[src/rtl/ffsp_pkg.sv]
// Package for the fixed-length frame sync parser.
// Frame constants, parser state and per-request event types.
// No dependencies.
package ffsp_pkg;

    localparam int unsigned WIN_LEN = 5;
    localparam int unsigned HOLD_LEN = WIN_LEN - 1;

    localparam logic [7:0] HDR_BYTE     = 8'h5A;
    localparam logic [7:0] KIND_RATE    = 8'hAA;
    localparam logic [7:0] KIND_HEADING = 8'hBB;

    localparam logic [2:0] FILL_EMPTY = 3'd0;
    localparam logic [2:0] FILL_FULL  = 3'(HOLD_LEN);

    localparam logic ACC_KIND_RATE    = 1'b0;
    localparam logic ACC_KIND_HEADING = 1'b1;

    // Only the four oldest bytes are held; the fifth is the incoming byte.
    typedef struct packed {
        logic [HOLD_LEN-1:0][7:0] window;
        logic [2:0]               fill;
        logic signed [15:0]       last_rate;
        logic signed [15:0]       last_heading;
        logic                     seen_valid;
        logic [31:0]              frame_cnt;
        logic [31:0]              err_cnt;
    } ffsp_state_t;

    typedef struct packed {
        logic accepted;
        logic failed;
        logic kind;
    } ffsp_event_t;

endpackage

[src/rtl/ffsp_check.sv]
// Frame check logic: window update, header/type/sum check, counters.
// Purely combinational; depends on ffsp_pkg.
module ffsp_check (
    input  ffsp_pkg::ffsp_state_t state_cur,
    input  logic [7:0]            rx_byte,
    output ffsp_pkg::ffsp_state_t state_next,
    output ffsp_pkg::ffsp_event_t evt
);

    logic               full;
    logic               hdr_ok;
    logic               type_ok;
    logic [7:0]         sum;
    logic signed [15:0] value;

    assign full    = (state_cur.fill == ffsp_pkg::FILL_FULL);
    assign hdr_ok  = (state_cur.window[0] == ffsp_pkg::HDR_BYTE);
    assign type_ok = (state_cur.window[1] == ffsp_pkg::KIND_RATE) ||
                     (state_cur.window[1] == ffsp_pkg::KIND_HEADING);
    assign sum     = state_cur.window[0] + state_cur.window[1] +
                     state_cur.window[2] + state_cur.window[3];
    assign value   = {state_cur.window[3], state_cur.window[2]};

    always_comb begin
        state_next = state_cur;
        evt        = '0;
        if (!full) begin
            state_next.window[state_cur.fill[1:0]] = rx_byte;
            state_next.fill = state_cur.fill + 3'd1;
        end else if (hdr_ok && type_ok && (sum == rx_byte)) begin
            if (state_cur.window[1] == ffsp_pkg::KIND_RATE) begin
                state_next.last_rate = value;
                evt.kind = ffsp_pkg::ACC_KIND_RATE;
            end else begin
                state_next.last_heading = value;
                evt.kind = ffsp_pkg::ACC_KIND_HEADING;
            end
            state_next.frame_cnt  = state_cur.frame_cnt + 32'd1;
            state_next.seen_valid = 1'b1;
            state_next.fill       = ffsp_pkg::FILL_EMPTY;
            evt.accepted          = 1'b1;
        end else begin
            // drop oldest byte
            state_next.window = {rx_byte, state_cur.window[3], state_cur.window[2],
                                 state_cur.window[1]};
            state_next.fill   = ffsp_pkg::FILL_FULL;
            if (hdr_ok && type_ok) begin
                state_next.err_cnt = state_cur.err_cnt + 32'd1;
                evt.failed         = 1'b1;
            end
        end
    end

endmodule

[src/rtl/fixed_frame_sync_parser_core.sv]
// A request passes the input register, then the result register, to the result.
// Throughput: one byte per cycle while m_ready is high; the check of a full
// five-byte window is a single 8-bit add/compare between those two registers.
// Reset: aresetn synchronous active low; clears window, fill, values, valid flag,
// both counters and both handshake stages.
// Top level of the frame sync parser; depends on ffsp_pkg and ffsp_check.
module fixed_frame_sync_parser_core (
    input  logic               aclk,
    input  logic               aresetn,
    input  logic               s_valid,
    output logic               s_ready,
    input  logic [7:0]         s_rx_byte,
    output logic               m_valid,
    input  logic               m_ready,
    output logic               m_frame_accepted,
    output logic               m_sum_failed,
    output logic               m_accepted_kind,
    output logic signed [15:0] m_rate_raw,
    output logic signed [15:0] m_heading_raw,
    output logic               m_data_valid,
    output logic [31:0]        m_good_frames,
    output logic [31:0]        m_sum_errors
);

    logic                  in_valid_reg;
    logic [7:0]            in_byte_reg;
    ffsp_pkg::ffsp_state_t state_reg;
    ffsp_pkg::ffsp_state_t state_next;
    ffsp_pkg::ffsp_event_t evt;
    ffsp_pkg::ffsp_event_t evt_reg;
    ffsp_pkg::ffsp_state_t out_reg;
    logic                  m_valid_reg;
    logic                  advance;

    ffsp_check u_check (
        .state_cur  (state_reg),
        .rx_byte    (in_byte_reg),
        .state_next (state_next),
        .evt        (evt)
    );

    assign advance = in_valid_reg && (!m_valid_reg || m_ready);
    assign s_ready = !in_valid_reg || advance;

    always_ff @(posedge aclk) begin
        if (!aresetn) begin
            in_valid_reg <= 1'b0;
            m_valid_reg  <= 1'b0;
            state_reg    <= '0;
        end else begin
            if (s_valid && s_ready) begin
                in_valid_reg <= 1'b1;
            end else if (advance) begin
                in_valid_reg <= 1'b0;
            end
            if (advance) begin
                state_reg   <= state_next;
                m_valid_reg <= 1'b1;
            end else if (m_ready) begin
                m_valid_reg <= 1'b0;
            end
        end
    end

    always_ff @(posedge aclk) begin
        if (s_valid && s_ready) begin
            in_byte_reg <= s_rx_byte;
        end
        if (advance) begin
            out_reg <= state_next;
            evt_reg <= evt;
        end
    end

    assign m_valid          = m_valid_reg;
    assign m_frame_accepted = evt_reg.accepted;
    assign m_sum_failed     = evt_reg.failed;
    assign m_accepted_kind  = evt_reg.kind;
    assign m_rate_raw       = out_reg.last_rate;
    assign m_heading_raw    = out_reg.last_heading;
    assign m_data_valid     = out_reg.seen_valid;
    assign m_good_frames    = out_reg.frame_cnt;
    assign m_sum_errors     = out_reg.err_cnt;

endmodule

[config.mk]
export PLATFORM = sky130hd
export DESIGN_NAME = fixed_frame_sync_parser_core
export DESIGN_NICKNAME = d
export VERILOG_FILES = /design/src/rtl/ffsp_pkg.sv /design/src/rtl/ffsp_check.sv /design/src/rtl/fixed_frame_sync_parser_core.sv
export SDC_FILE = /design/constraint.sdc
export NUM_CORES = 1
export LEC_CHECK = 0
export ABC_AREA = 1
export BUFFER_PORTS_ARGS = -buffer_cell sky130_fd_sc_hd__buf_4
export CAP_MARGIN = 15
export CELL_PAD_IN_SITES_DETAIL_PLACEMENT = 0
export CELL_PAD_IN_SITES_GLOBAL_PLACEMENT = 1
export CORE_MARGIN = 2
export CORE_UTILIZATION = 45
export CTS_BUF_LIST = sky130_fd_sc_hd__clkbuf_8
export DETAILED_ROUTE_END_ITERATION = 8
export GPL_ROUTABILITY_DRIVEN = 0
export GPL_TIMING_DRIVEN = 0
export PLACE_DENSITY_LB_ADDON = 0.1
export RECOVER_POWER = 100
export SLEW_MARGIN = 10
export SYNTH_ARGS = -nofsm -noshare
export SYNTH_HDL_FRONTEND = slang
export SYNTH_SLANG_ARGS = --single-unit
[constraint.sdc]
create_clock -name aclk -period 6.7 [get_ports aclk]
set_input_delay 1.675 -clock aclk [delete_from_list [all_inputs] [get_ports aclk]]
set_output_delay 1.675 -clock aclk [all_outputs]
set_load 0.1 [all_outputs]
Word level (Yosys, flattened, before mapping)

Cells that the tools add are included.

Register bits: 242
Input port bits: 12
Output and inout bits: 102
Word-level logic and storage cells: 70

Add/subtract/negate cells: 6
Magnitude comparators: 2
Eq/ne operators: 6
Muxes and demuxes: 19
Bitwise logic cells: 1
Reductions and logical operators: 15

Operators by type and width:

| operator                                                               | count |
|---|---|
| 97-bit 2-to-1 mux                                                      | 1 |
| 32-bit 2-to-1 mux                                                      | 3 |
| 65-bit 2-to-1 mux                                                      | 1 |
| 32-bit by 1-bit adder with 32-bit output (second input constant)       | 2 |
| 35-bit 2-to-1 mux                                                      | 1 |
| 32-bit bitwise mux                                                     | 1 |
| 16-bit 2-to-1 mux                                                      | 2 |
| 8-bit adder                                                            | 3 |
| 8-bit demux with 2-bit select                                          | 1 |
| 8-bit == test (second input constant)                                  | 2 |
| 8-bit by 7-bit == test with 1-bit output (second input constant)       | 1 |
| 8-bit == test                                                          | 1 |
| 8-bit 2-to-1 mux                                                       | 1 |
| 1-bit 2-to-1 mux                                                       | 7 |
| 1-bit logical AND                                                      | 5 |
| 2-bit AND reduction                                                    | 2 |
| 2-bit nonzero test                                                     | 2 |
| 3-bit by 1-bit adder with 3-bit output (second input constant)         | 1 |
| 3-bit == test (second input constant)                                  | 1 |
| 1-bit logical OR                                                       | 3 |
| 2-bit by 3-bit < comparator with 1-bit output (second input constant)  | 1 |
| 3-bit 2-to-1 mux                                                       | 1 |
| 2-bit by 1-bit >= comparator with 1-bit output (second input constant) | 1 |
| 1-bit zero test                                                        | 2 |
| other kinds (3)                                                        | 3 |

Longest topological paths before layout

Gate-level depths: netlist (run 1).

Depth after elaboration: 7
Gate-level depth with buffers: 23
Depth with buffers taken out: 23

Hierarchy

A second synthesis (run 1) with hierarchy kept.

Cell total of the unflattened synthesis: 2040
Area total of the unflattened synthesis: 14645.3 um^2

Modules (own cells, without submodules):

| module                       | instances | cells an instance | area an instance (um^2) | seq. area each (um^2) |
|---|---|---|---|---|
| fixed_frame_sync_parser_core | 1         | 987               | 9549.2                  | 5925.7 |
| ffsp_check                   | 1         | 1053              | 5096.1                  | 0.0 |

Worst setup path before layout (run 1)

Ideal clock, no wire load.

Kind: input port to flip-flop
From: in m_ready
To: reg evt_reg, in the netlist m_accepted_kind (enable)
Library setup time: 503 ps
Arrival time: 5252 ps
Required time: 6197 ps
Setup slack: 945 ps
Cell stages on the path: 6
Buffers on the path: 2
Cells stage by stage: inv_1 nand2_1 nand2_1 clkinv_1 clkbuf_1 clkbuf_1

Cells in the longest elaborated chain, start to end: 2

Ends and longest elaborated chain:

| what                 | RTL line                           | text |
|---|---|---|
| start, declared      | fixed_frame_sync_parser_core.sv:14 | `input logic m_ready,` |
| 1-bit logical OR     | fixed_frame_sync_parser_core.sv:42 | `assign advance = in_valid_reg && (!m_valid_reg \|\| m_ready);` |
| 1-bit logical AND    | fixed_frame_sync_parser_core.sv:42 |  |
| net advance          | fixed_frame_sync_parser_core.sv:33 | `logic advance;` |
| end signal, assigned | fixed_frame_sync_parser_core.sv:71 | `evt_reg <= evt;` |
| end, declared        | fixed_frame_sync_parser_core.sv:30 | `ffsp_pkg::ffsp_event_t evt_reg;` |

The timed path passes the listed nets, and every way through them passes these cells.
A chain may end at the register's enable or synchronous reset.

Final worst setup path (run 1)

From: in m_ready
To: reg out_reg, in the netlist m_good_frames[8] (enable)

Cells in the longest elaborated chain, start to end: 2

Ends and longest elaborated chain:

| what                 | RTL line                           | text |
|---|---|---|
| 1-bit logical OR     | fixed_frame_sync_parser_core.sv:42 |  |
| 1-bit logical AND    | fixed_frame_sync_parser_core.sv:42 |  |
| net advance          | fixed_frame_sync_parser_core.sv:33 |  |
| end signal, assigned | fixed_frame_sync_parser_core.sv:70 | `out_reg <= state_next;` |
| end, declared        | fixed_frame_sync_parser_core.sv:31 | `ffsp_pkg::ffsp_state_t out_reg;` |

The timed path passes the listed nets, and every way through them passes these cells.

==> results of run 1 <==
critical path, cell delays in order:
cell and delay, ns:
clkbuf_4 0.10, inv_1 0.04, nand2_1 0.07, nand2_1 0.23, clkinv_1 0.26, clkbuf_1 0.51
clkbuf_1 1.45, buf_12 0.33, clkbuf_2 0.83
worst min path at each step:
| stage | start | endpoint | slack [ns] | depth (start not counted) |
|---|---|---|---|---|
| 6_report | state_reg[64] | state_reg[64] | 0.49 | 2 |
| 5_1_grt | m_valid | m_valid | 0.56 | 2 |
| 4_1_cts | state_reg[64] | state_reg[64] | 0.50 | 2 |
| 3_5_place_dp | state_reg[64] | state_reg[64] | 0.45 | 2 |
| 3_3_place_gp | state_reg[64] | state_reg[64] | 0.45 | 2 |
| 2_1_floorplan | state_reg[64] | state_reg[64] | 0.43 | 2 |
power by group through the flow:
stage	sequential [mW]	combinational [mW]	clock, mW
after floorplan	1.95	0.245	0
after global routing	1.71	0.646	1.55
final	1.70	0.591	1.45
after CTS	1.70	0.623	1.48
after detailed placement	1.73	0.620	0
after global placement	1.73	0.610	0
metal layers:
metal,global-route usage,vias to the layer above
li1,-,5676
met1,0.354,5303
met2,0.418,379
met3,0.0322,68
met4,0.0759,0
met5,0,-
cell type report:
| type | count | area (sq um) | area share |
|---|---|---|---|
| clock buffers | 49 | 674 | 0.0472 |
| repair buffers | 115 | 487 | 0.0340 |
| plain buffers | 55 | 215 | 0.0151 |
| inverters | 304 | 1140 | 0.0798 |
| flip-flops and latches | 242 | 5930 | 0.414 |
| well taps | 378 | 473 | 0.0331 |
| clock inverters | 28 | 229 | 0.0160 |
| multi-input cells | 1087 | 5150 | 0.360 |
synth_stat cells:
| master | instances |
|---|---|
| a211oi_1 | 1 |
| a21oi_1 | 93 |
| a21oi_2 | 1 |
| a22oi_1 | 4 |
| a31oi_1 | 2 |
| and2_1 | 1 |
| and3_1 | 3 |
| buf_1 | 5 |
| buf_2 | 6 |
| buf_4 | 4 |
| buf_6 | 3 |
| clkbuf_1 | 37 |
| clkinv_1 | 1 |
| dfxtp_1 | 134 |
| edfxtp_1 | 108 |
| fa_1 | 14 |
| ha_1 | 13 |
| inv_1 | 298 |
| inv_2 | 5 |
| nand2_1 | 476 |
| nand2_2 | 6 |
| nand2_4 | 1 |
| nand3_1 | 142 |
| nand3_2 | 2 |
| nand3b_1 | 2 |
| nand4_1 | 32 |
| nor2_1 | 134 |
| nor2_2 | 5 |
| nor2_4 | 4 |
| nor3_1 | 22 |
| nor3_2 | 3 |
| nor3b_1 | 1 |
| nor4_1 | 2 |
| o2111ai_1 | 1 |
| o211ai_2 | 1 |
| o21ai_0 | 101 |
| o21ai_1 | 2 |
| or2_2 | 1 |
| xnor2_1 | 4 |
| xor2_1 | 13 |
logic make-up after synthesis:
group | Yosys count | synth area share
flip-flops | 242 | 0.473
adder cells (fa/ha/maj) | 27 | 0.0354
AND/OR/NAND/NOR | 837 | 0.284
AO/OA/AOI/OAI | 206 | 0.0847
buffers and inverters | 359 | 0.111
XOR/XNOR | 17 | 0.0119
stage by stage:
| stage | total power, mW | hold WS (ns) |
|---|---|---|
| finish | 3.74 | 0.495 |
| global placement | 2.34 | 0.445 |
| CTS | 3.80 | 0.503 |
| global route | 3.91 | 0.565 |
| floorplan | 2.19 | 0.429 |
| detailed placement | 2.35 | 0.453 |
==> key figures, run 1 <==
Outcome
  – Status: finished, violations left
  – Violated checks: max-capacitance violations, max-slew violations

Detailed routing
  – WL per Instance: between 15 and 20 um
  – Post-route DRC violation count: 0
  – Via count: around 11,000
  – DR WL met2: approximately 17 mm
  – WL final: 36.8 mm
  – Initial DRC Count: between 900 and 1,000
  – Met3 wire length: approximately 2.0 mm
  – WL met1: roughly 17 mm
  – Top sig layer: met4
  – Vias per cell: 5.06
  – Detail Route Antenna Nets: 0
  – Drt first pass iters: 7

Die
  – Die area: between 20,000 and 30,000 sq um
  – Initial Util: 0.453
  – Core area: 27,600 sq um
  – Num rows: 61
  – Chip width: 171 um
  – # IOs: 114
  – Die Y: ~170 um

Pwr
  – Sw Share: 0.311
  – Clock power share: 0.388
  – Flop pwr share: 0.454
  – Worst IR Drop VDD: 125 uV
  – Internal power: 2.58 mW
  – NetSw: 1.16 mW
  – Comb power frac: 0.158
  – Power Dens Cells: 262 nW/um^2
  – Static Leak: between 6 and 7 nW

Synth
  – Yosys cell types: 40
  – Avg Cell Area, Syn: between 7 and 8 sq um
  – Top cell type's share of synthesized area: 0.259
  – Synth Net Count: about 1,700
  – YS warnings: 0
  – Post-Syn Area: 12,500 sq um
  – Post-Syn Instances: 1,688
  – Post-synthesis sequential area ratio: 0.473
  – Seq cells post-synth: 242
  – Cell taking the most area after synthesis: edfxtp_1
  – Top cells by area, synth: edfxtp_1 (26%), dfxtp_1 (21%), nand2_1 (14%)

Worst hold path
  – Worst Hold Class: reg2reg

STA
  – RSZ-0062 raised after global routing: false
  – Crit path time final: 5.37 ns
  – Final setup fails: 0
  – Tcrit/Tclk final: 0.801
  – Slew at the pin with the worst max-slew slack: 1.95 ns
  – Max Transition Viols Final: 30
  – F_max: 0.186 GHz
  – Final hold viol count: 0
  – Fin Setup TNS: 0 ns
  – Clk_skew: 0.0264 ns
  – Worst rel slew slack: -0.301
  – Final worst setup slack: 1.33 ns

Clocking
  – Hold_buf cts: 0
  – Num CTS Buffers: 43
  – CTS Sinks: 242
  – Clk slew on worst S/H paths: 0.07 ns
  – Setup repair bufs after CTS: 0
  – CTS H-tree depth: 2
  – TritonCTS clock tree: done
  – Clk buf depth: 3
  – Clock Latency Late Sink: between 0.5 and 0.6 ns
  – Resized cells post-CTS: 0
  – Clk root buf: clkbuf_8

Layout
  – Inserted Diodes: 0
  – Final net count: approximately 1,900
  – Commonest cells after routing, fill and taps aside: nand2_1 (480), inv_1 (318), clkbuf_1 (151)
  – Post-route insts no fill: 2,258
  – Layout cells sized above 1: 0.0473
  – Area grow syn2layout: 14.2%
  – Commonest non-fill, non-tap cell in the layout: nand2_1
  – Max reg flops: 132
  – Fill count: 2,847
  – Core Util, Final: 0.517
  – Final instance area: 14,300 sq um

Job
  – Max Cap Viol: 1

Worst setup path
  – Setup crit start kind: primary input
  – Worst Setup SP: m_ready
  – End of the critical path: m_good_frames[8]
  – R2r setup slk: about 1.4 ns
  – Critical Path AT: 5.54 ns
  – Worst-case reg-to-reg path depth: 20
  – CP max FO: 42
  – Worst EP required: 6.87 ns
  – Critical R2R Capture: m_heading_raw[15]
  – Worst Setup End Kind: flip-flop
  – WS Path Type: in2reg
  – R2R Path Start: state_reg[109]

Global routing
  – Total GRT Usage: 0.255
  – Vias in the first global route: 10,700
  – First-pass GRT wire length: 58.0 mm
  – Grt total ovfl: 0
  – Initial antenna violation count: 1
  – Largest net degree at the start of global routing: 43

Placement
  – Number of I/O port buffers: roughly 110
  – Pre-CTS setup slack: about 2.3 ns
  – Final HPWL DP: about 27 mm
  – Inst Count DP: 2,181
  – Placed cell areas: between 10,000 and 15,000 sq um
Power figures use the tool's default switching activity.
==> run 2: changes to the inputs <==
--- a/config.mk
+++ b/config.mk
@@ -11,7 +11,7 @@
 export CELL_PAD_IN_SITES_DETAIL_PLACEMENT = 0
 export CELL_PAD_IN_SITES_GLOBAL_PLACEMENT = 1
 export CORE_MARGIN = 2
-export CORE_UTILIZATION = 45
+export CORE_UTILIZATION = 41
 export CTS_BUF_LIST = sky130_fd_sc_hd__clkbuf_8
 export DETAILED_ROUTE_END_ITERATION = 8
 export GPL_ROUTABILITY_DRIVEN = 0
==> constraint.sdc (replaced) <==
create_clock -name aclk -period 4.54 [get_ports aclk]
set_input_delay 1.135 -clock aclk [delete_from_list [all_inputs] [get_ports aclk]]
set_output_delay 1.135 -clock aclk [all_outputs]
set_load 0.1 [all_outputs]
==> run 2 against run 1 <==
Against the previous run:
- the run still ends with max-capacitance violations, max-slew violations left
- routed wire length about the same
- non-clock buffer count down 1
- sequential share of layout area down 0.13 points
- clock skew up 0.0072 ns
- sequential power up 48%
- hold slack got worse by 0.033 ns
- global-route usage fell by 2.0 points
- design area grew 0.31%
- combinational power is 48% higher
==> key figures, run 2 (synthesis gave the netlist of run 1 again) <==
Worst setup path
  – Most used cell along the critical path: inv_1
  – Worst EP required: 4.87 ns (-2.00 ns)
  – CP max FO: 10 (-76%)
  – Max stage delay cell, worst path: fa_1
  – Critical path cell sequence: fa_1 -> inv_1 -> fa_1 -> inv_1 -> ha_1 -> fa_1 -> inv_1 -> nor3_1 -> nor2_1 -> inv_1 -> nand3_1 -> nand3_1 -> nor2_1 -> buf_4 -> nand2_4 -> nor2_4 -> clkbuf_2 -> nand2_1 -> nand2_1 -> inv_1
  – Worst Setup End Kind: flip-flop
  – WS Path Type: reg2reg
  – Setup crit start kind: flip-flop
  – Worst stage delay on the critical path: 0.55 ns (-0.90 ns)
  – Critical Path AT: 4.67 ns (-0.87 ns)

Clocking
  – CTS H-tree depth: 2 (unchanged)
  – Hold_buf cts: 0 (unchanged)
  – Clk slew on worst S/H paths: 0.06 ns (about the same)
  – CTS Sinks: 242 (unchanged)
  – Clk root buf: clkbuf_8
  – Clk buf depth: 3 (unchanged)
  – Clock Latency Late Sink: 0.57 ns (about the same)
  – TritonCTS clock tree: done
  – Num CTS Buffers: 43 (unchanged)

Die
  – Chip width: 179 um (+4.7%)
  – Core area: 29,900 sq um (+8.1%)
  – Num rows: 63 (+3.3%)
  – # IOs: 114 (unchanged)
  – Die Y: 179 um (+4.7%)
  – Initial Util: 0.419 (-0.0341)
  – Die area: 32,000 sq um (+9.5%)

Job
  – Max Cap Viol: 1 (unchanged)

STA
  – F_max: ~0.23 GHz
  – Worst rel slew slack: -0.0337 (+0.267)
  – Clk_skew: 0.0336 ns (+0.00718 ns)
  – Max Transition Viols Final: 110 (+270%)
  – Tcrit/Tclk final: 0.955
  – Final hold viol count: 0 (unchanged)
  – Final setup fails: 0 (unchanged)
  – RSZ-0062 raised after global routing: true
  – Slew at the pin with the worst max-slew slack: 1.55 ns (-0.401 ns)
  – Crit path time final: 4.34 ns

Pwr
  – Static Leak: 6.66 nW (+0.17%)
  – Power Dens Cells: 376 nW/um^2 (+44%)
  – Worst IR Drop VDD: 222 uV (+77%)

Layout
  – Final instance area: 14,300 sq um (+0.31%)
  – Layout cells sized above 1: 0.0574 (+0.0100)
  – Fill count: 3,171 (+11%)
  – Core Util, Final: 0.480 (-0.0374)
  – Commonest non-fill, non-tap cell in the layout: nand2_1
  – Area occupied by multi-input gates: 5220 sq um (+1.2%)
  – Max reg flops: 132 (unchanged)
  – Final net count: 1,886 (-0.053%)
  – Area grow syn2layout: 14.5%
  – Commonest cells after routing, fill and taps aside: nand2_1 (477), inv_1 (313), nand3_1 (142)
  – Inserted Diodes: 0 (unchanged)
  – FF+latch area: 5930 sq um (unchanged)

Outcome
  – Violated checks: max-capacitance violations, max-slew violations
  – Status: finished, violations left

Placement
  – Number of I/O port buffers: 113 (unchanged)
  – Final HPWL DP: 27.2 mm (+0.82%)
  – Placed cell areas: 13,900 sq um (-0.13%)

Detailed routing
  – Initial DRC Count: 713 (-22%)
  – Drt first pass iters: 7 (unchanged)
  – WL final: 36.9 mm (about the same)
  – WL per Instance: 16.2 um (-0.58%)
  – Detail Route Antenna Nets: 0 (unchanged)
  – Vias per cell: 4.92 (-2.9%)
  – Via count: 11,200 (-2.3%)
  – Post-route DRC violation count: 0 (unchanged)

Global routing
  – Total GRT Usage: 0.235 (-0.0201)
  – Met1 Usage GRT: 0.336 (-0.0175)
  – Vias in the first global route: 10,500 (-1.9%)
  – Largest net degree at the start of global routing: 110 (+160%)
  – Met2 usage: 0.370 (-0.0477)
  – Grt total ovfl: 0 (unchanged)
  – M3 GR Usage: 0.0401 (+0.00792)
  – Most used routing layer: met2
  – Initial antenna violation count: 0 (-1)
  – First-pass GRT wire length: 57.6 mm (-0.81%)

Worst hold path
  – Worst Hold Class: reg2reg
==> run 2: cell types whose count changed in the layout (fill, tap and decap cells not counted), sizes merged <==
| cell | previous run | this run |
|---|---|---|
| clkbuf | 210 | 201 |
| buf | 9 | 16 |
| clkinv | 4 | 15 |
| inv | 320 | 317 |
| clkinvlp | 4 | 2 |
| bufinv | 4 | 2 |
==> run 2: stage by stage <==
stage | hold WS (ns) | setup TNS [ns] | cells | worst slack (ns) | power, mW
after global placement | 0.448 | -24.60 | 2191 | -0.263 | 3.46
final | 0.461 | 0 | 2272 | 0.203 | 5.40
after global routing | 0.518 | -0.168 | 2272 | -0.0272 | 5.66
after CTS | 0.469 | 0 | 2271 | 0.0649 | 5.50
after floorplan | 0.429 | 0 | 1688 | 0.860 | 3.23
after detailed placement | 0.453 | 0 | 2191 | 0.106 | 3.46
==> run 2: path summary, 6_finish.rpt <==
kind,startpoint,end,slack [ns],cells after the start
worst min-delay path,state_reg[64],state_reg[64],0.46,2
worst max-delay path,state_reg[109],m_heading_raw[14],0.20,20
worst min register to register,state_reg[64],state_reg[64],0.46,2
worst max register to register,state_reg[109],m_heading_raw[14],0.20,20
==> run 2: timing repair <==
| action | CTS | global route |
|---|---|---|
| resized for setup | 0 | 4 |
| setup endpoints to repair | 0 | 37 |
| buffers inserted | 0 | 1 |
==> run 2: cell type report <==
| cell class | count | share of cell area |
|---|---|---|
| Sequential cell | 242 | 0.413 |
| Clock buffer | 48 | 0.0461 |
| Clock inverter | 32 | 0.0133 |
| Inverter | 304 | 0.0796 |
| Timing Repair Buffer | 114 | 0.0325 |
| Buffer | 55 | 0.0178 |
| Multi-Input combinational cell | 1087 | 0.364 |
| Tap cell | 390 | 0.0340 |
==> run 2: worst max-delay path, delay by kind of cell (launching register included) <==
kind	cells	cell delay, ns
buffers and inverters	7	0.78
adders and majority gates	4	1.72
and+or+nand+nor	9	1.19
DFF	1	0.39
==> run 2: power breakdown <==
part | internal, mW | switching [mW]
clock | 1.09 | 0.929
combinational | 0.172 | 0.702
sequential | 2.42 | 0.0880
total | 3.68 | 1.72
==> run 2: layer usage <==
| metal | vias to the layer above | routed length [um] |
|---|---|---|
| li1 | 5682 | - |
| met1 | 5124 | 18000 |
| met2 | 300 | 16100 |
| met3 | 62 | 2090 |
| met4 | 0 | 680 |
| met5 | - | 0 |
==> run 3: changes to the inputs <==
--- a/config.mk
+++ b/config.mk
@@ -11,7 +11,7 @@
 export CELL_PAD_IN_SITES_DETAIL_PLACEMENT = 0
 export CELL_PAD_IN_SITES_GLOBAL_PLACEMENT = 1
 export CORE_MARGIN = 2
-export CORE_UTILIZATION = 41
+export CORE_UTILIZATION = 45
 export CTS_BUF_LIST = sky130_fd_sc_hd__clkbuf_8
 export DETAILED_ROUTE_END_ITERATION = 8
 export GPL_ROUTABILITY_DRIVEN = 0
==> constraint.sdc (replaced) <==
create_clock -name aclk -period 4.55 [get_ports aclk]
set_input_delay 1.1375 -clock aclk [delete_from_list [all_inputs] [get_ports aclk]]
set_output_delay 1.1375 -clock aclk [all_outputs]
set_load 0.1 [all_outputs]
==> run 3 against run 2 <==
Against the previous run:
- the run still ends with max-capacitance violations, max-slew violations left
- via count is 1.9% higher
- worst setup slack improved by 0.082 ns
- sequential share of layout area is 0.24 points lower
- critical endpoint is now m_heading_raw[15]
- design area grew 0.58%
- non-clock buffer count up 3
- critical path type unchanged
- utilization is 4.2 points higher
- hold slack improved by 0.0085 ns
- combinational power hardly changed
==> key figures, run 3 (synthesis gave the netlist of run 1 again) <==
Die
  – Die area: 29,200 sq um (-8.7%)
  – Core area: 27,600 sq um (-7.5%)
  – Die Y: 171 um (-4.4%)
  – # IOs: 114 (unchanged)
  – Initial Util: 0.453 (+0.0341)
  – Chip width: 171 um (-4.4%)
  – Num rows: 61 (-3.2%)

Layout
  – Max reg flops: 132 (unchanged)
  – Layout cells sized above 1: 0.0599 (+0.00256)
  – Final instance area: 14,400 sq um (+0.58%)
  – Commonest non-fill, non-tap cell in the layout: nand2_1
  – FF+latch area: 5930 sq um (unchanged)
  – Post-route insts no fill: 2,263 (-0.40%)
  – Fill count: 2,900 (-8.5%)
  – Final net count: 1,890 (+0.21%)
  – Area grow syn2layout: 15.2%
  – Commonest cells after routing, fill and taps aside: nand2_1 (477), inv_1 (316), nand3_1 (142)
  – Area occupied by multi-input gates: 5230 sq um (+0.22%)
  – Inserted Diodes: 0 (unchanged)

Global routing
  – Grt total ovfl: 0 (unchanged)
  – Total GRT Usage: 0.255 (+0.0197)
  – First-pass GRT wire length: 57.9 mm (+0.57%)
  – Vias in the first global route: 10,600 (+1.3%)
  – Largest net degree at the start of global routing: 81 (-26%)
  – Initial antenna violation count: 0 (unchanged)

Pwr
  – Flop pwr share: 0.456 (-0.009)
  – Internal power: 3.76 mW (+2.3%)
  – Static Leak: 6.73 nW (+0.98%)
  – Worst IR Drop VDD: 222 uV (+0.13%)
  – NetSw: 1.73 mW (+0.53%)
  – Comb power frac: 0.160 (-0.002)
  – Sw Share: 0.315 (-0.00371)
  – Power Dens Cells: 381 nW/um^2 (+1.1%)
  – Clock power share: 0.384 (+0.010)

STA
  – F_max: 0.235 GHz (+1.7%)
  – Clk_skew: 0.0218 ns (-0.0118 ns)
  – WHS: 0.470 ns (+0.00855 ns)
  – Slew at the pin with the worst max-slew slack: 1.93 ns (+0.377 ns)
  – RSZ-0062 raised after global routing: false
  – Crit path time final: 4.26 ns (-0.0724 ns)
  – Worst rel slew slack: -0.285 (-0.251)
  – Final setup fails: 0 (unchanged)
  – Tcrit/Tclk final: 0.937 (-0.0180)
  – Final hold viol count: 0 (unchanged)
  – Max Transition Viols Final: 30 (-73%)

Worst hold path
  – Worst Hold Class: reg2reg
  – Min-Delay Path Depth: 2 (unchanged)

Placement
  – Number of I/O port buffers: 113 (unchanged)
  – Placed cell areas: 13,900 sq um (about the same)
  – Inst Count DP: 2,180 (-0.50%)
  – Final HPWL DP: 26.8 mm (-1.6%)

Worst setup path
  – Worst EP required: 4.86 ns (about the same)
  – R2r setup slk: 0.29 ns (+0.08 ns)
  – CP max FO: 10 (unchanged)
  – Worst-case reg-to-reg path depth: 20 (unchanged)
  – Worst Setup End Kind: flip-flop
  – Critical Path AT: 4.57 ns (-0.10 ns)
  – WS Path Type: reg2reg
  – Setup crit start kind: flip-flop

Detailed routing
  – Vias per cell: 5.03 (+2.3%)
  – Detail Route Antenna Nets: 0 (unchanged)
  – Initial DRC Count: 836 (+17%)
  – Via count: 11,400 (+1.9%)
  – WL final: 36.7 mm (-0.44%)
  – Drt first pass iters: 7 (unchanged)
  – Post-route DRC violation count: 0 (unchanged)
  – WL per Instance: 16.2 um (about the same)

Clocking
  – CTS H-tree depth: 2 (unchanged)
  – Hold_buf cts: 0 (unchanged)
  – Clk root buf: clkbuf_8
  – Clk buf depth: 3 (unchanged)
  – Clock Latency Late Sink: 0.57 ns (about the same)
  – Clk slew on worst S/H paths: 0.06 ns (about the same)
  – CTS Sinks: 242 (unchanged)
  – Num CTS Buffers: 44 (+2.3%)
  – TritonCTS clock tree: done

Outcome
  – Status: finished, violations left
  – Violated checks: max-capacitance violations, max-slew violations

Job
  – Max Cap Viol: 1 (unchanged)
run 3: cell types whose count changed in the layout (fill, tap and decap cells not counted), sizes merged:
cell	previous run	this run
clkinv	15	11
clkinvlp	2	0
clkbuf	201	206
bufinv	2	3
inv	317	320
run 3: critical path, cell delays in order (launching register included):
cell and delay, ns:
dfxtp_1 0.36, fa_1 0.52, inv_1 0.07, fa_1 0.51, inv_1 0.04, ha_1 0.24
fa_1 0.52, xnor2_1 0.12, nand3_1 0.09, nor2_1 0.19, nand2_1 0.08, inv_1 0.05
nand3_1 0.12, nor2_4 0.17, buf_6 0.18, nand2_4 0.13, nor2_4 0.21, buf_4 0.20
nand2_1 0.06, nand2_1 0.10, inv_1 0.05
run 3: power by group through the flow:
stage	clock (mW)	combinational [mW]	sequential (mW)
after detailed placement	0	0.913	2.55
after CTS	2.16	0.916	2.50
after global placement	0	0.898	2.55
final	2.11	0.877	2.50
after global routing	2.25	0.960	2.52
after floorplan	0	0.361	2.87
run 3: worst paths after layout:
kind | from | to
hold reg to reg | state_reg[64] | state_reg[64]
setup reg to reg | state_reg[109] | m_heading_raw[15]
setup / recovery | state_reg[109] | m_heading_raw[15]
hold / removal | state_reg[64] | state_reg[64]
run 3: timing repair:
item	in CTS	in global routing
setup endpoints to repair	0	31
setup buffers	0	3
resized for setup	0	6
run 3: per-stage QoR:
| step | util | power (mW) | setup WS (ns) | setup TNS (ns) |
|---|---|---|---|---|
| 5_1_grt | 0.522 | 5.73 | 0.0181 | 0 |
| 3_3_place_gp | 0.501 | 3.45 | -0.373 | -39.36 |
| 3_5_place_dp | 0.502 | 3.46 | 0.173 | 0 |
| 6_report | 0.522 | 5.49 | 0.286 | 0 |
| 2_1_floorplan | - | 3.23 | 0.870 | 0 |
| 4_1_cts | 0.535 | 5.58 | 0.136 | 0 |
run 3: per-layer routing:
metal  GRT usage  up-vias  routed length (um)
li1            -     5689                   -
met3      0.0370       79                2360
met5           0        -                   0
met2       0.413      364               16600
met1       0.351     5249               16700
met4      0.0833        0                1100
run 3: final cells by class:
| class | instances | area share |
|---|---|---|
| sequential | 242 | 0.411 |
| multi-input combinational | 1087 | 0.362 |
| inverter | 304 | 0.0791 |
| clock buffer | 50 | 0.0477 |
| timing repair buffer | 117 | 0.0355 |
| tap | 378 | 0.0328 |
| buffer | 55 | 0.0177 |
| clock inverter | 30 | 0.0141 |
